--- src/sv/lsf_pkg.sv ---
// ----------------------------------------------------------------------------
// lsf_pkg
// Shared types and constants of the least-squares line fit: the item and
// result beats, the controller command and status groups, and the widths.
// ----------------------------------------------------------------------------
package lsf_pkg;

	// Width of the point counter.
	localparam int COUNT_BITS = 16;
	localparam int MIN_POINTS = 2;

	// Running sums.
	localparam int SUM_W  = 32;
	localparam int SUM2_W = 48;

	// Multiplier operands: A is a sign-extended 48-bit sum, B a 33-bit value.
	localparam int OPA_W   = 48;
	localparam int OPB_W   = 33;
	localparam int CHUNK_W = 32;
	localparam int PP_W    = 2 * CHUNK_W;

	// Signed accumulator that holds the determinant and both numerators.
	localparam int ACC_W = 82;
	localparam int NUM_W = ACC_W + 16;

	// Quotient bits produced by the divider; anything wider saturates.
	localparam int QBITS = 33;
	localparam int RES_W = 32;

	// Three terms, two products each, two chunks per product.
	localparam int MUL_STEPS = 12;
	localparam int STEP_W    = $clog2(MUL_STEPS);
	localparam int CTR_W     = $clog2(QBITS);

	typedef enum logic [1:0] {
		KIND_ADD    = 2'd0,
		KIND_REMOVE = 2'd1,
		KIND_CLEAR  = 2'd2,
		KIND_NONE   = 2'd3
	} lsf_kind_t;

	typedef struct packed {
		logic [1:0]         kind;
		logic signed [15:0] x_value;
		logic signed [15:0] y_value;
	} lsf_item_t;

	typedef struct packed {
		logic signed [31:0] intercept;
		logic signed [31:0] slope;
		logic               fit_invalid;
		logic [15:0]        point_count;
		logic               underflow;
	} lsf_result_t;

	typedef struct packed {
		logic              capture;
		logic              update;
		logic              mul;
		logic [STEP_W-1:0] step;
		logic              div_load;
		logic              div_step;
		logic              div_end;
		logic              div_sel;
		logic              load_out;
	} lsf_cmd_t;

	typedef struct packed {
		logic fit_ok;
		logic out_free;
	} lsf_status_t;

endpackage

--- src/sv/lsf_ctrl.sv ---
// ----------------------------------------------------------------------------
// lsf_ctrl
// Sequencer of the line fit: sum update, twelve multiply steps, two
// bit-serial divisions (only when the fit is valid) and the hand-off to the result register.
// ----------------------------------------------------------------------------
module lsf_ctrl (
	input  logic                 clk,
	input  logic                 arst_n,
	input  logic                 item_valid,
	output logic                 item_ready,
	input  lsf_pkg::lsf_status_t status,
	output lsf_pkg::lsf_cmd_t    cmd
);
	import lsf_pkg::*;

	typedef enum logic [6:0] {
		S_IDLE   = 7'b0000001,
		S_UPDATE = 7'b0000010,
		S_MUL    = 7'b0000100,
		S_DLOAD  = 7'b0001000,
		S_DSTEP  = 7'b0010000,
		S_DEND   = 7'b0100000,
		S_FINISH = 7'b1000000
	} state_t;

	state_t           state_q, state_d;
	logic [CTR_W-1:0] ctr_q, ctr_d;
	logic             sel_q, sel_d;

	always_comb begin
		state_d    = state_q;
		ctr_d      = ctr_q;
		sel_d      = sel_q;
		item_ready = 1'b0;
		cmd        = '0;
		cmd.step    = ctr_q[STEP_W-1:0];
		cmd.div_sel = sel_q;
		unique case (state_q)
			S_IDLE: begin
				item_ready = 1'b1;
				if (item_valid) begin
					cmd.capture = 1'b1;
					state_d     = S_UPDATE;
				end
			end
			S_UPDATE: begin
				cmd.update = 1'b1;
				ctr_d      = '0;
				state_d    = S_MUL;
			end
			S_MUL: begin
				cmd.mul = 1'b1;
				if (ctr_q == CTR_W'(MUL_STEPS - 1)) begin
					ctr_d   = '0;
					sel_d   = 1'b0;
					// Without a usable determinant there is nothing to divide.
					state_d = status.fit_ok ? S_DLOAD : S_FINISH;
				end else begin
					ctr_d = ctr_q + 1'b1;
				end
			end
			S_DLOAD: begin
				cmd.div_load = 1'b1;
				ctr_d        = '0;
				state_d      = S_DSTEP;
			end
			S_DSTEP: begin
				cmd.div_step = 1'b1;
				if (ctr_q == CTR_W'(QBITS - 1)) begin
					state_d = S_DEND;
				end else begin
					ctr_d = ctr_q + 1'b1;
				end
			end
			S_DEND: begin
				cmd.div_end = 1'b1;
				if (sel_q) begin
					state_d = S_FINISH;
				end else begin
					sel_d   = 1'b1;
					state_d = S_DLOAD;
				end
			end
			S_FINISH: begin
				if (status.out_free) begin
					cmd.load_out = 1'b1;
					state_d      = S_IDLE;
				end
			end
			default: begin
				state_d = S_IDLE;
			end
		endcase
	end

	always_ff @(posedge clk or negedge arst_n) begin
		if (!arst_n) begin
			state_q <= S_IDLE;
			ctr_q   <= '0;
			sel_q   <= 1'b0;
		end else begin
			state_q <= state_d;
			ctr_q   <= ctr_d;
			sel_q   <= sel_d;
		end
	end

endmodule

--- config.mk ---
export PLATFORM = sky130hd
export DESIGN_NAME = lsf_ctrl
export DESIGN_NICKNAME = d
export VERILOG_FILES = /design/src/sv/lsf_pkg.sv /design/src/sv/lsf_ctrl.sv
export SDC_FILE = /design/constraint.sdc
export NUM_CORES = 1
export LEC_CHECK = 0
export BUFFER_PORTS_ARGS = -buffer_cell sky130_fd_sc_hd__buf_2
export CAP_MARGIN = 20
export CORE_MARGIN = 1.5
export CORE_UTILIZATION = 44
export DETAILED_ROUTE_END_ITERATION = 16
export MAX_ROUTING_LAYER = met4
export PLACE_DENSITY_LB_ADDON = 0.08
export SLEW_MARGIN = 20
export SYNTH_ARGS = -nofsm -noshare
export SYNTH_HDL_FRONTEND = slang
export SYNTH_SLANG_ARGS = --single-unit
--- constraint.sdc ---
create_clock -name clk -period 4.1 [get_ports clk]
set_input_delay 0.615 -clock clk [delete_from_list [all_inputs] [get_ports clk]]
set_output_delay 0.615 -clock clk [all_outputs]
set_load 0.02 [all_outputs]
==> results.sh, run 1 <==
export IMPL_ff2ff_setup_slack_ps=1930
export IMPL_slowest_delay_ps=450
export IMPL_grt_max_degree=15
export IMPL_p_sw_uw=292
export IMPL_cts_buffer_depth=2
export IMPL_grt_ovfl_total=0
export IMPL_start_kind="register"
export IMPL_synth_top_cell_by_area="dfrtp_1"
export IMPL_cts_resized=0
export IMPL_netSwitchingFraction_pct=45.6
export IMPL_dpl_instance_area_um2=970
export IMPL_antenna_found_initial=0
export IMPL_criticalPathCategory="register to output port"
export IMPL_hold_class="primary input to async pin"
export IMPL_postCtsHoldBufs=0
export IMPL_synth_cells=104
export IMPL_fin_util_pct=50.8
export IMPL_clk_pin_slew_ps=80
export IMPL_drtAntennaViolNets=0
export IMPL_synth_area_top_cells="dfrtp_1 36%, buf_4 5.8%, nand3_1 5.5%, inv_1 4.1%, nand2_1 4.1%"
export IMPL_drc=0
export IMPL_fp_dieH_um=48.4
export IMPL_fin_crit_ps=2610
export IMPL_clkLatencyLatePin_ps=280
export IMPL_initial_core_util_pct=46.3
export IMPL_avgSynthCellArea_um2=8.73
export IMPL_clkPwrFrac_pct=13.1
export IMPL_root_buffer="clkbuf_4"
export IMPL_synth_area_um2=908
export IMPL_io_pins=18
export IMPL_fmax_mhz=383
export IMPL_timing_max_cap_violations=0
export IMPL_setup_tns_ps=0
export IMPL_gr_usage_all_layers_pct=17.2
export IMPL_combPwrFrac_pct=50.7
export IMPL_timing_rr_start="ctr_q[1]$_DFFE_PN0P_"
export IMPL_drv_slew=0
export IMPL_ys_warn_count=0
export IMPL_fin_area_um2=996
export IMPL_drt_iter0_drc=10
export IMPL_power_frac_seq_pct=36.2
export IMPL_synth_seq_cells=14
export IMPL_cts_tree="done"
export IMPL_synth_main_ff_cell="dfrtp_1"
export IMPL_synth_top_area_share_pct=35.8
export IMPL_finalNetCount=125
export IMPL_period_share_pct=63.7
export IMPL_first_pass_iters=4
export IMPL_synthesis_nets=111
export IMPL_worst_endpoint_arrival_ps=1990
export IMPL_ir_drop_mv=0.403
export IMPL_p_leak_nw=0.517
export IMPL_hold_viol=0
export IMPL_slew_headroom_pct=56.4
export IMPL_power_uw=639
export IMPL_async_reset_ff_share_pct=100
export IMPL_dieArea_mm2=0.00235
export IMPL_setup_viol=0
export IMPL_core_mm2=0.00196
export IMPL_worstMarginPinSlew_ps=648
export IMPL_finalWorstSetupSlack_ps=1490
export IMPL_cp_max_fo=7
export IMPL_endpoint_kind="output port"
export IMPL_antennaDiodeCount=0
export IMPL_pre_cts_ws_ps=1820
export IMPL_fin_cells=144
export IMPL_rsz0062_at_grt="false"
export IMPL_timing_rr_end="state_q[5]$_DFFE_PN0P_"
export IMPL_dp_hpwl_mm=1.41
export IMPL_synth_cell_types=35
export IMPL_drive_gt1_share_pct=22.2
export IMPL_cts_buffers=3
export IMPL_grt_pass1_wl_mm=3.08
export IMPL_fin_skew_ps=2.22
export IMPL_num_rows=16
export IMPL_wl_per_cell_um=12.9
export IMPL_dp_cells=140
export IMPL_yosysSeqAreaShare_pct=38.7
export IMPL_area_delta_synth_final_pct=9.64
export IMPL_first_global_vias=684
export IMPL_synth_edf_count=0
export IMPL_powerDensity_mw_per_mm2=642
export IMPL_globalplace_congestion=0.775
export IMPL_cellInternalPower_uw=348
export IMPL_fillCellCount=215
export IMPL_die_w_um=48.4
export IMPL_viasPerCell=5.26
export IMPL_outcome="completed"
export IMPL_slowest_stage="dfrtp_1"
export IMPL_postCtsSetupBuffers=0
export IMPL_worstSetupStartpoint="state_q[3]$_DFFE_PN0P_"
export IMPL_drt_total_wl_mm=1.86
export IMPL_cp_required_ps=3480
export IMPL_vias=757
export IMPL_hold_slack_ps=219
export IMPL_worstRegToRegCells=6
export IMPL_port_buffers=17
export IMPL_cts_max_level=1
export IMPL_crit_chain="or3_4 > nor3_1 > nand3b_1 > inv_1 > and2_1 > buf_2"
export IMPL_cts_sinks=14
[power groups by stage]
stage               combinational [mW]  sequential [mW]  clock (mW)
floorplan                        0.282            0.215           0
global placement                 0.322            0.232           0
detailed placement               0.325            0.234           0
CTS                              0.326            0.231      0.0906
global route                     0.363            0.239      0.0951
finish                           0.324            0.232      0.0838
[Yosys cell counts, types with 2 or more instances]
cell / n
or3_1: 4
ha_1: 2
nand2_1: 10
and3_1: 3
and2_1: 2
nand3b_1: 2
a21oi_1: 3
o22ai_1: 2
o21ai_0: 4
o21bai_1: 2
dfrtp_1: 13
xor2_1: 2
a21o_1: 2
nand3_1: 10
nor2_1: 7
nor3_1: 2
inv_1: 10
buf_4: 7
[registers in the layout (all words and copies together) (netlist names)]
signal   count
ctr_q        6
sel_q        1
state_q      7
[logic make-up after synthesis]
kind of cell    after synthesis  share of synthesized area, %
simple gates                 49                          31.4
flops                        14                          38.7
fa+ha+maj                     2                          2.75
xor+xnor                      3                          2.89
compound gates               18                          13.8
buf+inv                      18                          10.5
[critical path, delay by kind of cell (launching register included)]
family                 cells  cell delay (ps)
AND/OR/NAND/NOR            4             1010
flip-flops                 1              450
buffers and inverters      2              260
[final cells by class]
class / instances / area [µm²] / share of cell area [%]
clock buffer: 4 / 26.3 / 2.64
inverter: 10 / 37.5 / 3.77
timing repair buffer: 17 / 85.1 / 8.54
tap: 27 / 33.8 / 3.39
multi-input combinational: 72 / 462 / 46.4
sequential: 14 / 352 / 35.3
[worst max path at each step]
stage	endpoint	slack [ps]	cells past startpoint
final	cmd[11]	1490	6
after global routing	cmd[11]	1340	6
after CTS	cmd[11]	1490	6
after detailed placement	cmd[11]	1820	6
after global placement	cmd[11]	1830	6
after floorplan	cmd[11]	1870	5
[cells in the final DEF (no fill, tap or decap), types with 2 or more instances in the layout]
cell / netlist / final
or3_1: 4 / 4
ha_1: 2 / 2
nand3b_1: 2 / 2
a21oi_1: 3 / 3
nor2_1: 7 / 7
clkbuf_4: 0 / 3
and3_1: 3 / 3
and2_1: 2 / 2
xor2_1: 2 / 2
nand3_1: 10 / 10
buf_2: 1 / 17
a21o_1: 2 / 2
inv_1: 10 / 10
o21ai_0: 4 / 4
dfrtp_1: 13 / 13
o22ai_1: 2 / 2
o21bai_1: 2 / 2
nor3_1: 2 / 2
nand2_1: 10 / 10
[per-layer routing]
| metal | share of wire [%] | vias up | global-route usage [%] |
|---|---|---|---|
| li1 | - | 382 | - |
| met1 | 43 | 360 | 19.0 |
| met2 | 52 | 13 | 31.5 |
| met3 | 3.7 | 2 | 4.63 |
| met4 | 0.48 | 0 | 2.86 |
| met5 | 0 | - | - |
No activity file was read; power rests on OpenSTA's default activity.
==> run 2: changes to the inputs <==
- clock period: 4.1 -> 2.2 ns (I/O delays scaled with it)
==> results.sh, run 2 (synthesis results as in run 1) <==
export IMPL_outcome="completed"
export IMPL_multi_input_area_um2=504
export IMPL_largestRegisters="state_q x7, ctr_q x6, sel_q x1"
export IMPL_globalplace_congestion=0.781
export IMPL_first_pass_iters=4
export IMPL_criticalPathCategory="register to output port"
export IMPL_seqCellArea_um2=354
export IMPL_drt_iter0_drc=9
export IMPL_worstMarginPinSlew_ps=394
export IMPL_dp_hpwl_mm=1.39
export IMPL_fin_crit_ps=2180
export IMPL_timing_max_cap_violations=0
export IMPL_rsz0062_at_grt="true"
export IMPL_p_leak_nw=0.551
export IMPL_hold_viol=0
export IMPL_setup_viol=0
export IMPL_drv_slew=0
export IMPL_clk_pin_slew_ps=80
export IMPL_slowest_stage="dfrtp_2"
export IMPL_layout_common_cells="17 x buf_2, 11 x dfrtp_1, 10 x nand2_1"
export IMPL_die_w_um=48.4
export IMPL_cts_buffers=3
export IMPL_io_pins=18
export IMPL_wl_per_cell_um=12.7
export IMPL_start_kind="register"
export IMPL_hold_class="primary input to register"
export IMPL_num_rows=16
export IMPL_dp_cells=142
export IMPL_cp_max_fo=7
export IMPL_viasPerCell=5.21
export IMPL_slowest_delay_ps=450
export IMPL_fp_dieH_um=48.4
export IMPL_cp_required_ps=1870
export IMPL_fin_skew_ps=1.56
export IMPL_cts_sinks=14
export IMPL_finalNetCount=130
export IMPL_cts_max_level=1
export IMPL_clkLatencyLatePin_ps=280
export IMPL_dieArea_mm2=0.00235
export IMPL_ir_drop_mv=0.555
export IMPL_cts_buffer_depth=2
export IMPL_fin_cells=149
export IMPL_power_mw=1.33
export IMPL_worstRegToRegCells=7
export IMPL_root_buffer="clkbuf_4"
export IMPL_area_delta_synth_final_pct=20.1
export IMPL_antenna_found_initial=0
export IMPL_crit_chain="or3_4 > nor4b_4 > buf_2"
export IMPL_largest_reg_flops=7
export IMPL_cts_tree="done"
export IMPL_powerDensity_mw_per_mm2=1210
export IMPL_finalWorstSetupSlack_ps=23.5
export IMPL_setup_tns_ps=0
export IMPL_drive_gt1_share_pct=31.1
export IMPL_regMostFlops="state_q"
export IMPL_vias=777
export IMPL_grt_max_degree=15
export IMPL_slew_headroom_pct=73.6
export IMPL_gr_usage_all_layers_pct=18.4
export IMPL_fillCellCount=201
export IMPL_min_path_cells=2
export IMPL_core_mm2=0.00196
export IMPL_grt_pass1_wl_mm=3.33
export IMPL_first_global_vias=784
export IMPL_hold_slack_ps=247
export IMPL_fmax_mhz=459
export IMPL_antennaDiodeCount=0
export IMPL_drt_total_wl_mm=1.89
export IMPL_grt_ovfl_total=0
export IMPL_endpoint_kind="output port"
export IMPL_drc=0
export IMPL_pre_cts_ws_ps=110
export IMPL_period_share_pct=98.9
export IMPL_initial_core_util_pct=46.3
export IMPL_worst_endpoint_arrival_ps=1850
export IMPL_final_common_cell="buf_2"
export IMPL_drtAntennaViolNets=0
export IMPL_port_buffers=17
## run 2: cell count changes in the layout (fill, tap and decap cells not counted), moves of 2 or more
cell / change
dfrtp_2: +2
dfrtp_1: -2
nor3_1: -2
buf_4: +4
## run 2: path summary, 6_finish.rpt
path | from | endpoint | slack [ps]
min in group asynchronous | arst_n | state_q[1]$_DFFE_PN0P_ | 460
min reg2reg | sel_q$_DFFE_PN0P_ | sel_q$_DFFE_PN0P_ | 530
max in group asynchronous | arst_n | state_q[0]$_DFFE_PN1P_ | 1450
max reg2reg | ctr_q[0]$_DFFE_PN0P_ | state_q[5]$_DFFE_PN0P_ | 150
min | item_valid | state_q[0]$_DFFE_PN1P_ | 250
max | state_q[3]$_DFFE_PN0P_ | cmd[3] | 20
## run 2: power breakdown
| part | internal, mW | switching [mW] |
|---|---|---|
| clock network | 0.101 | 0.0865 |
| registers | 0.336 | 0.106 |
| logic | 0.305 | 0.391 |
## run 2: per-stage QoR
step           instance area (µm²)  util, %
2_1_floorplan                  908        -
3_3_place_gp                   985     50.2
3_5_place_dp                   985     50.2
4_1_cts                       1050     53.6
5_1_grt                       1090     55.6
6_report                      1090     55.6
## run 2: area by class of cell
cell class / count / share of cell area (%)
multi-input combinational: 72 / 46.2
sequential: 14 / 32.5
timing repair buffer: 22 / 11.5
inverter: 10 / 3.44
clock buffer: 4 / 3.33
tap: 27 / 3.10
## run 2: critical path: cells and delay by family, from the launching register on
| kind | cells | cell delay [ps] |
|---|---|---|
| simple gates | 2 | 870 |
| flops | 1 | 450 |
| buf+inv | 1 | 240 |
## run 2: what timing repair did
| item | in CTS | in global routing |
|---|---|---|
| endpoints found under the setup margin | 4 | 5 |
| endpoints found under the hold margin | 13 | 0 |
| hold buffers | 1 | 0 |
| pin swaps | 1 | 1 |
| resized for setup | 4 | 6 |
| setup buffers | 1 | 1 |
## run 2: layer usage
| layer | part of all wire [%] | global-route usage [%] | wire length [µm] |
|---|---|---|---|
| met3 | 3.5 | 4.94 | 66 |
| met1 | 41 | 19.1 | 783 |
| met2 | 55 | 33.6 | 1030 |
| met4 | 0.48 | 6.67 | 9 |
| met5 | 0 | - | 0 |
==> run 3: changes to the inputs <==
- ABC_AREA: not set -> 1
- GPL_ROUTABILITY_DRIVEN: not set -> 0
- TNS_END_PERCENT: not set -> 10
==> results.sh, run 3 <==
export IMPL_combPwrFrac_pct=54.7
export IMPL_synth_area_mux_share_pct=0
export IMPL_synthesis_nets=151
export IMPL_hp_start="item_valid"
export IMPL_netSwitchingFraction_pct=49.6
export IMPL_first_pass_iters=4
export IMPL_viasPerCell=4.92
export IMPL_period_share_pct=80.7
export IMPL_drt_iter0_drc=17
export IMPL_regMostFlops="state_q"
export IMPL_clkPwrFrac_pct=14.7
export IMPL_grt_ovfl_total=0
export IMPL_core_mm2=0.00243
export IMPL_p_leak_nw=0.726
export IMPL_drc=0
export IMPL_cts_tree="done"
export IMPL_dr_wl_met2_mm=1.19
export IMPL_cts_buffers=3
export IMPL_yosysSeqAreaShare_pct=31.6
export IMPL_initial_core_util_pct=45.7
export IMPL_postCtsSetupBuffers=0
export IMPL_largest_reg_flops=7
export IMPL_setup_viol=0
export IMPL_cts_buffer_depth=2
export IMPL_fillCellCount=255
export IMPL_cpLargestDelayFamily="flip-flops"
export IMPL_gr_usage_all_layers_pct=20.0
export IMPL_timing_max_cap_violations=0
export IMPL_fp_dieH_um=53.3
export IMPL_synth_compound_area_share_pct=2.25
export IMPL_yosysMostFrequentCell="nand2_1"
export IMPL_yosys_area_share_xor_xnor_pct=2.36
export IMPL_cp_required_ps=1870
export IMPL_ir_drop_mv=0.655
export IMPL_final_common_cell="nand2_1"
export IMPL_outcome="completed"
export IMPL_avgSynthCellArea_um2=7.72
export IMPL_drive_gt1_share_pct=32.7
export IMPL_wl_per_cell_um=12.0
export IMPL_cts_max_level=1
export IMPL_hold_end="state_q[1]$_DFFE_PN0P_"
export IMPL_worstRegToRegCells=8
export IMPL_synth_area_mm2=0.00111
export IMPL_p_sw_uw=653
export IMPL_vias=930
export IMPL_met1_length_um=948
export IMPL_cp_max_fo=4
export IMPL_synth_common_cells="32 x nand2_1, 15 x inv_1, 14 x nor2_1"
export IMPL_port_buffers=17
export IMPL_setup_tns_ps=0
export IMPL_power_frac_seq_pct=30.6
export IMPL_synth_edf_count=0
export IMPL_dr_max_layer_used="met4"
export IMPL_antenna_found_initial=0
export IMPL_worst_endpoint_arrival_ps=1450
export IMPL_min_path_cells=3
export IMPL_cellInternalPower_uw=664
export IMPL_met3_length_um=77
export IMPL_layout_common_cells="32 x nand2_1, 17 x buf_2, 15 x inv_1"
export IMPL_synth_top_family_by_area="simple AND/OR/NAND/NOR gates"
export IMPL_synth_area_top_cells="dfrtp_1 29%, nand2_1 11%, nand3_1 5.4%, inv_1 5.1%, buf_4 4.7%"
export IMPL_antennaDiodeCount=0
export IMPL_yosys_area_share_simple_pct=49.7
export IMPL_crit_chain="nand2_1 > nor2_1 > nand2_1 > nor2_1 > buf_2"
export IMPL_grt_pass1_wl_mm=3.82
export IMPL_num_rows=18
export IMPL_endpoint_kind="output port"
export IMPL_path_buf_inv=1
export IMPL_synth_top_cell_by_area="dfrtp_1"
export IMPL_hold_class="primary input to register"
export IMPL_start_kind="register"
export IMPL_area_delta_synth_final_pct=10.5
export IMPL_grt_max_degree=15
export IMPL_timing_rr_start="ctr_q[0]$_DFFE_PN0P_"
export IMPL_fin_crit_ps=1780
export IMPL_finalNetCount=167
export IMPL_root_buffer="clkbuf_4"
export IMPL_dieArea_mm2=0.00284
export IMPL_ff2ff_setup_slack_ps=780
export IMPL_largestRegisters="state_q x7, ctr_q x6, sel_q x1"
export IMPL_fmax_mhz=563
export IMPL_hold_viol=0
export IMPL_first_global_vias=879
export IMPL_synth_main_ff_cell="dfrtp_1"
export IMPL_criticalPathCategory="register to output port"
export IMPL_async_reset_ff_share_pct=100
export IMPL_cts_sinks=14
export IMPL_cts_resized=0
export IMPL_synth_cells=144
export IMPL_synth_cell_types=24
export IMPL_io_pins=18
export IMPL_ys_warn_count=0
export IMPL_timing_rr_end="state_q[6]$_DFFE_PN0P_"
export IMPL_synth_fa_ha_area_share_pct=2.25
export IMPL_synth_seq_cells=14
export IMPL_synth_top_area_share_pct=29.3
export IMPL_powerDensity_mw_per_mm2=1070
export IMPL_power_mw=1.32
export IMPL_clkLatencyLatePin_ps=290
export IMPL_worstMarginPinSlew_ps=339
export IMPL_dp_hpwl_mm=1.83
export IMPL_rsz0062_at_grt="false"
export IMPL_postCtsHoldBufs=1
export IMPL_slowest_delay_ps=580
export IMPL_slew_headroom_pct=77.4
export IMPL_slowest_stage="dfstp_2"
export IMPL_drt_total_wl_mm=2.26
export IMPL_drtAntennaViolNets=0
export IMPL_drv_slew=0
export IMPL_clk_pin_slew_ps=100
export IMPL_fin_skew_ps=10.9
export IMPL_die_w_um=53.3
[run 3: changes by cell type after synthesis, sizes merged, moves of 3 or more]
cell,previous run,this run
nand3,10,15
nor2,7,24
nand2,10,42
or3,5,0
and3,3,0
nand4,0,9
inv,10,21
[run 3: power groups by stage]
stage               combinational [mW]  clock, mW  sequential, mW
global route                     0.820      0.208           0.411
CTS                              0.732      0.195           0.404
finish                           0.721      0.193           0.403
global placement                 0.721          0           0.404
detailed placement               0.729          0           0.409
floorplan                        0.616          0           0.393
[run 3: kinds of logic (layout without fill, tap and decap cells)]
family	count (synthesis)	in the layout
xor gates and xnor gates	3	3
and+or+nand+nor	92	92
adders and majority gates	2	2
DFF	14	14
buffers and inverters	28	43
AOI/OAI and AO/OA	5	5
[run 3: worst register-to-register path: stages, from the launching register on]
cell and delay [ps]:
dfrtp_1 430, inv_1 120, ha_1 170, nand4_2 150, nand2_4 180, nand2_2 70, nor2_2 110, nand2_1 80
nand2_1 50
[run 3: routing by layer]
metal  vias up  track usage (%)
met4         0             8.97
met2        15             34.6
met1       428             22.4
met3         5             3.39
met5         -                -
li1        482                -
[run 3: cell type report]
cell class	count	area, µm²	area share (%)
Inverter	21	78.8	6.42
Timing Repair Buffer	18	95.1	7.75
Sequential cell	14	352	28.6
Multi-Input combinational cell	102	628	51.2
Clock buffer	4	36.3	2.96
Tap cell	30	37.5	3.06
[run 3: per-stage QoR]
stage	setup slack (ps)	cell area [µm²]	utilization, %	std cells	hold slack [ps]
2_1_floorplan	734	1110	-	144	34.4
3_3_place_gp	753	1180	48.6	184	245
3_5_place_dp	731	1180	48.6	184	253
4_1_cts	416	1230	50.5	189	310
5_1_grt	303	1230	50.5	189	323
6_report	424	1230	50.5	189	304
[run 3: how the worst max path moves through the flow]
stage                                 from       to  slack [ps]  cells past startpoint
floorplan           state_q[4]$_DFFE_PN0P_  cmd[11]         730                      5
global placement    state_q[4]$_DFFE_PN0P_  cmd[11]         750                      6
detailed placement  state_q[4]$_DFFE_PN0P_  cmd[11]         730                      6
CTS                 state_q[4]$_DFFE_PN0P_  cmd[11]         420                      6
global route        state_q[4]$_DFFE_PN0P_  cmd[11]         300                      6
finish              state_q[0]$_DFFE_PN1P_  cmd[11]         420                      5
